==> src/rtl/npcs_pkg.sv <==
// Types, constants and helpers shared by the NAND page command sequencer.
`timescale 1ns / 1ps
`default_nettype none

package npcs_pkg;

  localparam int unsigned PAYLOAD_BYTES = 512;
  localparam int unsigned SPARE_BYTES   = 8;
  localparam int unsigned PAGE_SHIFT    = 8;
  localparam int unsigned MAX_RESULTS   = 9;
  localparam int unsigned BC_W          = 10;
  localparam int unsigned CNT_W         = $clog2(MAX_RESULTS + 1);

  localparam logic [15:0] SPARE_COLUMN_RST = 16'h1000;

  // NAND command opcodes
  localparam logic [7:0] NAND_RESET      = 8'hFF;
  localparam logic [7:0] NAND_ERASE_1    = 8'h60;
  localparam logic [7:0] NAND_ERASE_2    = 8'hD0;
  localparam logic [7:0] NAND_PROG_1     = 8'h80;
  localparam logic [7:0] NAND_CHG_WCOL   = 8'h85;
  localparam logic [7:0] NAND_PROG_2     = 8'h10;
  localparam logic [7:0] NAND_READ_1     = 8'h00;
  localparam logic [7:0] NAND_READ_2     = 8'h30;
  localparam logic [7:0] NAND_CHG_RCOL_1 = 8'h05;
  localparam logic [7:0] NAND_CHG_RCOL_2 = 8'hE0;
  localparam logic [7:0] NAND_STATUS     = 8'h70;
  localparam int unsigned STATUS_RDY_BIT = 6;

  // register map
  localparam logic REG_SPARE_COLUMN = 1'b0;

  typedef enum logic [2:0] {
    CMD_RESET     = 3'd0,
    CMD_ERASE     = 3'd1,
    CMD_PROGRAM   = 3'd2,
    CMD_READ      = 3'd3,
    CMD_HOST_DATA = 3'd4,
    CMD_FLASH_BYTE = 3'd5
  } cmd_e;

  typedef enum logic [2:0] {
    KIND_CMD    = 3'd0,
    KIND_ADDR   = 3'd1,
    KIND_WDATA  = 3'd2,
    KIND_STROBE = 3'd3,
    KIND_HOST   = 3'd4,
    KIND_DONE   = 3'd5,
    KIND_REJECT = 3'd6
  } kind_e;

  typedef enum logic [3:0] {
    PH_IDLE     = 4'd0,
    PH_WAIT     = 4'd1,
    PH_PROG_PAY = 4'd2,
    PH_PROG_SPR = 4'd3,
    PH_READ_PAY = 4'd4,
    PH_READ_SPR = 4'd5
  } phase_e;

  // what one accepted word does
  typedef enum logic [3:0] {
    ACT_REJECT,
    ACT_RESET,
    ACT_ERASE,
    ACT_PROG,
    ACT_READ,
    ACT_POLL,
    ACT_READ_START,
    ACT_FINISH,
    ACT_PROG_BYTE,
    ACT_PROG_TO_SPR,
    ACT_SPR_BYTE,
    ACT_SPR_END,
    ACT_RD_BYTE,
    ACT_RD_TO_SPR,
    ACT_RSPR_BYTE,
    ACT_RSPR_END
  } act_e;

  typedef struct packed {
    kind_e      kind;
    logic [7:0] bus_byte;
  } res_t;

  function automatic res_t mk(kind_e kind, logic [7:0] bus_byte);
    res_t r;
    r.kind     = kind;
    r.bus_byte = bus_byte;
    return r;
  endfunction

endpackage

`default_nettype wire

==> src/rtl/nand_page_command_sequencer.sv <==
// Top level: NAND page command sequencer with result buffer and APB register.
`timescale 1ns / 1ps
`default_nettype none

// Usage
//   Slave stream: one word per host request, host data byte or byte returned
//   by the flash; tuser carries the command code. Master stream: one word per
//   NAND bus cycle (command, address, write data, read strobe), plus host
//   read bytes and done / rejected markers; tuser carries the cycle kind and
//   tlast marks the final word caused by an input word.
//   APB: one register, spare_column at byte address 0 (reset 0x1000).
//   Latency: the first result word is valid the cycle after the input word
//   is taken. An input word yields 1 to 9 result words, one per cycle while
//   m_axis_tready is high. The next input word is taken in the cycle the
//   last result of the previous one leaves, so single-result words stream
//   at one per cycle while m_axis_tready is high.
//   Reset: phase idle, byte count zero, chip enable off, buffer empty.
//   Stall: while m_axis_tready is low the head result holds, and no new
//   input word is taken until the final result of the run has left.
//   A word that does not fit the current phase gives one rejected result.

module nand_page_command_sequencer (
  input  wire logic        clk_i,
  input  wire logic        rst_ni,
  // slave stream
  input  wire logic        s_axis_tvalid,
  output      logic        s_axis_tready,
  input  wire logic [31:0] s_axis_tdata,  // [23:0] target_address, [31:24] data_byte
  input  wire logic [2:0]  s_axis_tuser,  // [2:0] cmd
  // master stream
  output      logic        m_axis_tvalid,
  input  wire logic        m_axis_tready,
  output      logic [15:0] m_axis_tdata,  // [7:0] bus_byte, [8] chip_enable, rest zero
  output      logic [2:0]  m_axis_tuser,  // [2:0] cycle_kind
  output      logic        m_axis_tlast,  // last_of_run
  // APB register port
  input  wire logic        psel,
  input  wire logic        penable,
  input  wire logic        pwrite,
  input  wire logic [2:0]  paddr,
  input  wire logic [31:0] pwdata,
  output      logic [31:0] prdata,
  output      logic        pready
);
  import npcs_pkg::*;

  // ---------------------------------------------------------------- config
  logic [15:0] spare_column_q;
  logic        cfg_wr;

  assign pready = 1'b1;
  assign cfg_wr = psel && penable && pwrite && pready && (paddr[2] == REG_SPARE_COLUMN);
  assign prdata = (paddr[2] == REG_SPARE_COLUMN) ? {16'h0000, spare_column_q} : 32'h0;

  always_ff @(posedge clk_i or negedge rst_ni) begin
    if (!rst_ni) begin
      spare_column_q <= SPARE_COLUMN_RST;
    end else if (cfg_wr) begin
      spare_column_q <= pwdata[15:0];
    end
  end

  // ---------------------------------------------------------------- state
  phase_e          phase_q, phase_d;
  logic [BC_W-1:0] bc_q, bc_d;
  logic            op_is_read_q, op_is_read_d;
  logic            ce_q, ce_d;

  // result buffer: shift line, head at entry 0
  res_t            buf_q [MAX_RESULTS];
  res_t            list_d [MAX_RESULTS];
  logic [CNT_W-1:0] cnt_q, n_d;
  logic            run_ce_q;

  logic            in_acc, out_acc;
  cmd_e            cmd;
  logic [23:0]     addr;
  logic [7:0]      data;
  logic [BC_W-1:0] bc_inc;
  logic [23:0]     erase_row;
  act_e            act;

  assign cmd       = cmd_e'(s_axis_tuser);
  assign addr      = s_axis_tdata[23:0];
  assign data      = s_axis_tdata[31:24];
  assign bc_inc    = bc_q + BC_W'(1);
  assign erase_row = addr << PAGE_SHIFT;

  assign s_axis_tready = (cnt_q == '0) || ((cnt_q == CNT_W'(1)) && m_axis_tready);
  assign in_acc        = s_axis_tvalid && s_axis_tready;
  assign out_acc       = m_axis_tvalid && m_axis_tready;

  // decode: what this word does in the current phase
  always_comb begin
    act = ACT_REJECT;
    case (phase_q)
      PH_IDLE: begin
        case (cmd)
          CMD_RESET:   act = ACT_RESET;
          CMD_ERASE:   act = ACT_ERASE;
          CMD_PROGRAM: act = ACT_PROG;
          CMD_READ:    act = ACT_READ;
          default:     act = ACT_REJECT;
        endcase
      end
      PH_WAIT: begin
        if (cmd == CMD_FLASH_BYTE) begin
          if (!data[STATUS_RDY_BIT]) act = ACT_POLL;
          else if (op_is_read_q)     act = ACT_READ_START;
          else                       act = ACT_FINISH;
        end
      end
      PH_PROG_PAY: begin
        if (cmd == CMD_HOST_DATA) begin
          act = (bc_inc >= BC_W'(PAYLOAD_BYTES)) ? ACT_PROG_TO_SPR : ACT_PROG_BYTE;
        end
      end
      PH_PROG_SPR: begin
        if (cmd == CMD_HOST_DATA) begin
          act = (bc_inc >= BC_W'(SPARE_BYTES)) ? ACT_SPR_END : ACT_SPR_BYTE;
        end
      end
      PH_READ_PAY: begin
        if (cmd == CMD_FLASH_BYTE) begin
          act = (bc_inc < BC_W'(PAYLOAD_BYTES)) ? ACT_RD_BYTE : ACT_RD_TO_SPR;
        end
      end
      PH_READ_SPR: begin
        if (cmd == CMD_FLASH_BYTE) begin
          act = (bc_inc < BC_W'(SPARE_BYTES)) ? ACT_RSPR_BYTE : ACT_RSPR_END;
        end
      end
      default: act = ACT_REJECT;
    endcase
  end

  // next state
  always_comb begin
    phase_d      = phase_q;
    bc_d         = bc_q;
    op_is_read_d = op_is_read_q;
    ce_d         = ce_q;
    case (act)
      ACT_RESET: begin
        op_is_read_d = 1'b0;
        phase_d      = PH_WAIT;
      end
      ACT_ERASE: begin
        ce_d         = 1'b1;
        op_is_read_d = 1'b0;
        phase_d      = PH_WAIT;
      end
      ACT_PROG: begin
        ce_d         = 1'b1;
        op_is_read_d = 1'b0;
        bc_d         = '0;
        phase_d      = PH_PROG_PAY;
      end
      ACT_READ: begin
        ce_d         = 1'b1;
        op_is_read_d = 1'b1;
        phase_d      = PH_WAIT;
      end
      ACT_POLL: phase_d = PH_WAIT;
      ACT_READ_START: begin
        bc_d    = '0;
        phase_d = PH_READ_PAY;
      end
      ACT_FINISH, ACT_RSPR_END: begin
        ce_d         = 1'b0;
        op_is_read_d = 1'b0;
        bc_d         = '0;
        phase_d      = PH_IDLE;
      end
      ACT_PROG_BYTE, ACT_SPR_BYTE, ACT_RD_BYTE, ACT_RSPR_BYTE: bc_d = bc_inc;
      ACT_PROG_TO_SPR: begin
        bc_d    = '0;
        phase_d = PH_PROG_SPR;
      end
      ACT_SPR_END: begin
        bc_d    = '0;
        phase_d = PH_WAIT;
      end
      ACT_RD_TO_SPR: begin
        bc_d    = '0;
        phase_d = PH_READ_SPR;
      end
      default: ;
    endcase
  end

  // result list for this word
  always_comb begin
    for (int i = 0; i < MAX_RESULTS; i++) list_d[i] = mk(KIND_CMD, 8'h00);
    n_d = CNT_W'(1);
    case (act)
      ACT_RESET: begin
        list_d[0] = mk(KIND_CMD, NAND_RESET);
        list_d[1] = mk(KIND_CMD, NAND_STATUS);
        list_d[2] = mk(KIND_STROBE, 8'h00);
        n_d = CNT_W'(3);
      end
      ACT_ERASE: begin
        list_d[0] = mk(KIND_CMD, NAND_ERASE_1);
        list_d[1] = mk(KIND_ADDR, erase_row[7:0]);
        list_d[2] = mk(KIND_ADDR, erase_row[15:8]);
        list_d[3] = mk(KIND_ADDR, erase_row[23:16]);
        list_d[4] = mk(KIND_CMD, NAND_ERASE_2);
        list_d[5] = mk(KIND_CMD, NAND_STATUS);
        list_d[6] = mk(KIND_STROBE, 8'h00);
        n_d = CNT_W'(7);
      end
      ACT_PROG: begin
        list_d[0] = mk(KIND_CMD, NAND_PROG_1);
        list_d[1] = mk(KIND_ADDR, 8'h00);
        list_d[2] = mk(KIND_ADDR, 8'h00);
        list_d[3] = mk(KIND_ADDR, addr[7:0]);
        list_d[4] = mk(KIND_ADDR, addr[15:8]);
        list_d[5] = mk(KIND_ADDR, addr[23:16]);
        n_d = CNT_W'(6);
      end
      ACT_READ: begin
        list_d[0] = mk(KIND_CMD, NAND_READ_1);
        list_d[1] = mk(KIND_ADDR, 8'h00);
        list_d[2] = mk(KIND_ADDR, 8'h00);
        list_d[3] = mk(KIND_ADDR, addr[7:0]);
        list_d[4] = mk(KIND_ADDR, addr[15:8]);
        list_d[5] = mk(KIND_ADDR, addr[23:16]);
        list_d[6] = mk(KIND_CMD, NAND_READ_2);
        list_d[7] = mk(KIND_CMD, NAND_STATUS);
        list_d[8] = mk(KIND_STROBE, 8'h00);
        n_d = CNT_W'(9);
      end
      ACT_POLL: begin
        list_d[0] = mk(KIND_CMD, NAND_STATUS);
        list_d[1] = mk(KIND_STROBE, 8'h00);
        n_d = CNT_W'(2);
      end
      ACT_READ_START: begin
        // back to data output mode after the status poll
        list_d[0] = mk(KIND_CMD, NAND_READ_1);
        list_d[1] = mk(KIND_STROBE, 8'h00);
        n_d = CNT_W'(2);
      end
      ACT_FINISH: list_d[0] = mk(KIND_DONE, 8'h00);
      ACT_PROG_BYTE, ACT_SPR_BYTE: list_d[0] = mk(KIND_WDATA, data);
      ACT_PROG_TO_SPR: begin
        list_d[0] = mk(KIND_WDATA, data);
        list_d[1] = mk(KIND_CMD, NAND_CHG_WCOL);
        list_d[2] = mk(KIND_ADDR, spare_column_q[7:0]);
        list_d[3] = mk(KIND_ADDR, spare_column_q[15:8]);
        n_d = CNT_W'(4);
      end
      ACT_SPR_END: begin
        list_d[0] = mk(KIND_WDATA, data);
        list_d[1] = mk(KIND_CMD, NAND_PROG_2);
        list_d[2] = mk(KIND_CMD, NAND_STATUS);
        list_d[3] = mk(KIND_STROBE, 8'h00);
        n_d = CNT_W'(4);
      end
      ACT_RD_BYTE, ACT_RSPR_BYTE: begin
        list_d[0] = mk(KIND_HOST, data);
        list_d[1] = mk(KIND_STROBE, 8'h00);
        n_d = CNT_W'(2);
      end
      ACT_RD_TO_SPR: begin
        list_d[0] = mk(KIND_HOST, data);
        list_d[1] = mk(KIND_CMD, NAND_CHG_RCOL_1);
        list_d[2] = mk(KIND_ADDR, spare_column_q[7:0]);
        list_d[3] = mk(KIND_ADDR, spare_column_q[15:8]);
        list_d[4] = mk(KIND_CMD, NAND_CHG_RCOL_2);
        list_d[5] = mk(KIND_STROBE, 8'h00);
        n_d = CNT_W'(6);
      end
      ACT_RSPR_END: begin
        list_d[0] = mk(KIND_HOST, data);
        list_d[1] = mk(KIND_DONE, 8'h00);
        n_d = CNT_W'(2);
      end
      default: list_d[0] = mk(KIND_REJECT, 8'h00);
    endcase
  end

  // control registers
  always_ff @(posedge clk_i or negedge rst_ni) begin
    if (!rst_ni) begin
      phase_q      <= PH_IDLE;
      bc_q         <= '0;
      op_is_read_q <= 1'b0;
      ce_q         <= 1'b0;
      cnt_q        <= '0;
      run_ce_q     <= 1'b0;
    end else if (in_acc) begin
      phase_q      <= phase_d;
      bc_q         <= bc_d;
      op_is_read_q <= op_is_read_d;
      ce_q         <= ce_d;
      cnt_q        <= n_d;
      // chip enable seen by every word of the run except done
      run_ce_q     <= ce_d || ce_q;
    end else if (out_acc) begin
      cnt_q <= cnt_q - CNT_W'(1);
    end
  end

  // result payload: load on accept, shift toward the head on take
  always_ff @(posedge clk_i) begin
    if (in_acc) begin
      buf_q <= list_d;
    end else if (out_acc) begin
      for (int i = 0; i < MAX_RESULTS - 1; i++) buf_q[i] <= buf_q[i + 1];
    end
  end

  assign m_axis_tvalid = (cnt_q != '0);
  assign m_axis_tuser  = buf_q[0].kind;
  assign m_axis_tlast  = (cnt_q == CNT_W'(1));
  assign m_axis_tdata  = {7'b0, run_ce_q && (buf_q[0].kind != KIND_DONE), buf_q[0].bus_byte};

`ifndef ASSERT_OFF
  a_cnt_range: assert property (@(posedge clk_i) disable iff (!rst_ni)
    cnt_q <= CNT_W'(MAX_RESULTS))
    else $error("result count out of range");

  a_no_overlap: assert property (@(posedge clk_i) disable iff (!rst_ni)
    s_axis_tready |-> (cnt_q <= CNT_W'(1)))
    else $error("input taken while earlier results pending");

  a_idle_ce_off: assert property (@(posedge clk_i) disable iff (!rst_ni)
    (phase_q == PH_IDLE) |-> !ce_q)
    else $error("chip enable held in idle");

  a_payload_count: assert property (@(posedge clk_i) disable iff (!rst_ni)
    (phase_q == PH_PROG_PAY || phase_q == PH_READ_PAY) |-> (bc_q < BC_W'(PAYLOAD_BYTES)))
    else $error("payload byte count overran");

  a_result_follows: assert property (@(posedge clk_i) disable iff (!rst_ni)
    in_acc |=> m_axis_tvalid)
    else $error("accepted word gave no result");
`endif

endmodule

`default_nettype wire
==> config.mk <==
export PLATFORM = sky130hd
export DESIGN_NAME = nand_page_command_sequencer
export DESIGN_NICKNAME = d
export VERILOG_FILES = /design/src/rtl/npcs_pkg.sv /design/src/rtl/nand_page_command_sequencer.sv
export SDC_FILE = /design/constraint.sdc
export NUM_CORES = 1
export LEC_CHECK = 0
export BUFFER_PORTS_ARGS = -buffer_cell sky130_fd_sc_hd__buf_2
export CORE_ASPECT_RATIO = 1.1
export CORE_UTILIZATION = 45
export DETAILED_ROUTE_END_ITERATION = 10
export PLACE_DENSITY_LB_ADDON = 0.12
export SETUP_SLACK_MARGIN = 0.5
export SLEW_MARGIN = 20
export SYNTH_ARGS = -nofsm -noshare
export SYNTH_HDL_FRONTEND = slang
export SYNTH_SLANG_ARGS = --single-unit
==> constraint.sdc <==
create_clock -name clk_i -period 3.5 [get_ports clk_i]
set_input_delay 0.35 -clock clk_i [delete_from_list [all_inputs] [get_ports clk_i]]
set_output_delay 0.35 -clock clk_i [all_outputs]
set_load 0.05 [all_outputs]
==> impl_metrics.json <==
{
  "outcome": "completed",
  "syn-instance-count": 557,
  "p_switching_uw": 1246,
  "synth_edf_count": 68,
  "swShare": 0.3373,
  "power.density_nw_per_um2": 581.8,
  "htreeDepth": 3,
  "pwr-share-seq": 0.480,
  "post_dp_cell_area_sq_um": 6031,
  "grt_pass1_vias": 4300,
  "yosysSeqAreaShare": 0.5284,
  "ys_top_cells_by_area": "edfxtp_1 (37%), dfrtp_1 (16%), nand2_1 (5.5%)",
  "antenna_found_initial": 0,
  "finClkSkew_ns": 0.007891,
  "drt_iter0_drc": 305,
  "grt_max_degree": 68,
  "synth.top_cell.area_share": 0.3665,
  "hold_viol": 0,
  "die_area_sq_um": 12830,
  "worstSetupPathType": "reg -> reg",
  "wl_per_cell_microns": 17.35,
  "dr.max_layer_used": "met4",
  "endpoint": "bc_q[5]",
  "synth_compound_area_frac": 0.1507,
  "tns_ns": 0,
  "rows": 42,
  "start_util": 0.4630,
  "clockPowerShare": 0.256,
  "synth_top_family_by_area": "simple AND/OR/NAND/NOR gates",
  "relSlewSlack": 0.4140,
  "fin_crit_sh": 0.8101,
  "synthMuxAreaShare": 0.03997,
  "grt_pass1_wl_microns": 22200,
  "synth_area_sq_um": 5572,
  "p_comb_frac": 0.263,
  "hpwl_microns": 9511,
  "drc": 0,
  "synth_simple_gate_area_frac": 0.1868,
  "yosys.area_share.adder": 0.008983,
  "die_x_microns": 108.1,
  "crit_fanout": 9,
  "fmax_ghz": 0.3527,
  "cts.path.max_buffers": 2,
  "arrival_ns": 3.08,
  "synth_top_area_cell": "edfxtp_1",
  "wl_met3_microns": 944,
  "layout.nets": 711,
  "place.gp.congestion": 0.8779,
  "drt-pass1-iter-count": 6,
  "ys_ff_latch": 104,
  "final_util": 0.5276,
  "async_reset_ff_frac": 0.3462,
  "ctsRootBufferMaster": "clkbuf_16",
  "io_pins": 132,
  "r2r-end": "bc_q[5]",
  "ctsHoldBuffers": 0,
  "synth_cell_type_count": 62,
  "slew_violations": 0,
  "required_ns": 3.75,
  "post-route-cell-area_sq_um": 6349,
  "wirelength_met1_microns": 5485,
  "vias": 4464,
  "clkSlewWorstSetupHoldPaths_ns": 0.07,
  "gr-total-overflow": 0,
  "reg2reg_depth": 7,
  "synth.avg_cell_area_sq_um": 10.00,
  "port_buffers": 89,
  "min_period_ns": 2.835,
  "yosysWarnings": 0,
  "placeableCoreArea_sq_um": 12030,
  "vias_per_cell": 5.658,
  "die_y_microns": 118.7,
  "drive_gt1_frac": 0.2520,
  "dr_wl_met2_microns": 6978,
  "ant_nets": 0,
  "start_kind": "flop",
  "setup_viol": 0,
  "synth_xor_area_frac": 0.004716,
  "syn_to_final_growth_pct": 13.95,
  "p_int_uw": 2448,
  "vdd_drop_max_uv": 414.2,
  "drt_wl_total_microns": 13690,
  "tightest_slew_ns": 0.8790,
  "diodes": 0,
  "grt_use_total": 0.2287,
  "synth_ff_type": "edfxtp_1",
  "numCtsBuffers": 9,
  "cts_tree": "done",
  "crit_path_end_kind": "flop",
  "maxCapViolations": 0,
  "rsz0062_at_grt": "false",
  "timing.rr.start": "bc_q[0]",
  "cts.sinks": 104,
  "reg2reg_slack_ns": 0.66,
  "crit_path_start": "bc_q[0]",
  "power.leakage_uw": 0.002672,
  "hold_path_class": "in -> async",
  "insertion_delay_ns": 0.35
}
==> layout make-up <==
type,instances,area [sq um]
inverters,14,56.30
clock buffers,10,229.0
clock inverters,6,41.29
well taps,154,192.7
flip-flops and latches,104,2949
multi-input cells,396,2315
fillers,1138,5685
repair buffers,105,565.5
==> worst min path at each step <==
stage | end | slack (ns) | cells past startpoint | from
after floorplan | bc_q[0] | 0.05 | 0 | rst_ni
after global placement | run_ce_q | 0.46 | 2 | run_ce_q
after detailed placement | run_ce_q | 0.46 | 2 | run_ce_q
after CTS | bc_q[3] | 0.12 | 1 | rst_ni
after global routing | bc_q[0] | 0.16 | 1 | rst_ni
final | bc_q[3] | 0.09 | 1 | rst_ni
==> cell families after synthesis <==
kind of cell    Yosys count
simple gates            219
compound gates          126
flops                   104
buf+inv                  79
mux                      20
fa+ha+maj                 4
xor+xnor                  3
other cells               2
==> metal layers <==
layer  GRT usage  up-vias
met2      0.3865      183
met4     0.06764        0
met1      0.2808     2153
met3     0.06453       22
li1            -     2106
met5           0        -
==> sequential cells by signal, summed over array words and instances (netlist names), 3 cells and up <==
| name | flops |
|---|---|
| m_axis_tuser | 3 |
| cnt_q | 4 |
| buf_q | 57 |
| phase_q | 3 |
| spare_column_q | 16 |
| m_axis_tdata | 8 |
| bc_q | 10 |
==> critical path, cell delays in order (launching register included) <==
cell,delay [ns]
dfrtp_2,0.43
nand2_1,0.14
or4_1,0.59
a211o_2,0.44
o211a_1,0.25
a311o_1,0.40
or2_4,0.29
o41ai_2,0.20
==> metrics by stage <==
step	setup WS (ns)	hold WS, ns	power [uW]	cells
final	0.6648	0.09124	3694	789
after global routing	0.4991	0.1579	3881	789
after CTS	0.5100	0.1180	3731	787
after detailed placement	0.4409	0.4606	2779	771
after global placement	0.4340	0.4628	2755	771
after floorplan	0.5175	0.05441	2564	579
==> Yosys cell counts (4+ instances only) <==
cell,n
a21o_1,5
a21oi_1,25
a221oi_1,5
a222oi_1,8
a22oi_1,10
a31oi_1,12
and2_1,11
and3_1,9
buf_2,4
buf_4,35
clkbuf_1,24
dfrtp_1,35
edfxtp_1,68
ha_1,4
inv_1,14
mux2_2,18
nand2_1,82
nand2b_1,4
nand3_1,18
nand4_1,4
nor2_1,49
nor2b_1,17
nor3_1,5
o21ai_0,28
o22ai_1,5
or2_2,4
==> cell usage in the layout, fill, tap and decap left out, drive strengths merged, types with 10 or more instances in the layout <==
cell / instances
buf: 105
nand2: 82
edfxtp: 68
nor2: 49
dfrtp: 35
o21ai: 29
a21oi: 25
conb: 24
nand3: 19
mux2: 18
nor2b: 17
inv: 15
a31oi: 12
and2: 11
a22oi: 10
clkbuf: 10
==> power by group through the flow <==
stage | clock network, uW | logic [uW] | registers, uW
finish | 946 | 972 | 1770
global route | 1010 | 1070 | 1800
CTS | 972 | 982 | 1780
detailed placement | 0 | 978 | 1800
global placement | 0 | 962 | 1790
floorplan | 0 | 815 | 1750
==> timing repair <==
| item | in CTS | in global routing |
|---|---|---|
| endpoints found under the setup margin | 16 | 46 |
| setup buffers | 0 | 2 |
| cloned | 0 | 0 |
| resized for setup | 4 | 11 |
| pin swaps | 1 | 1 |
No activity file was read; power rests on OpenSTA's default activity.
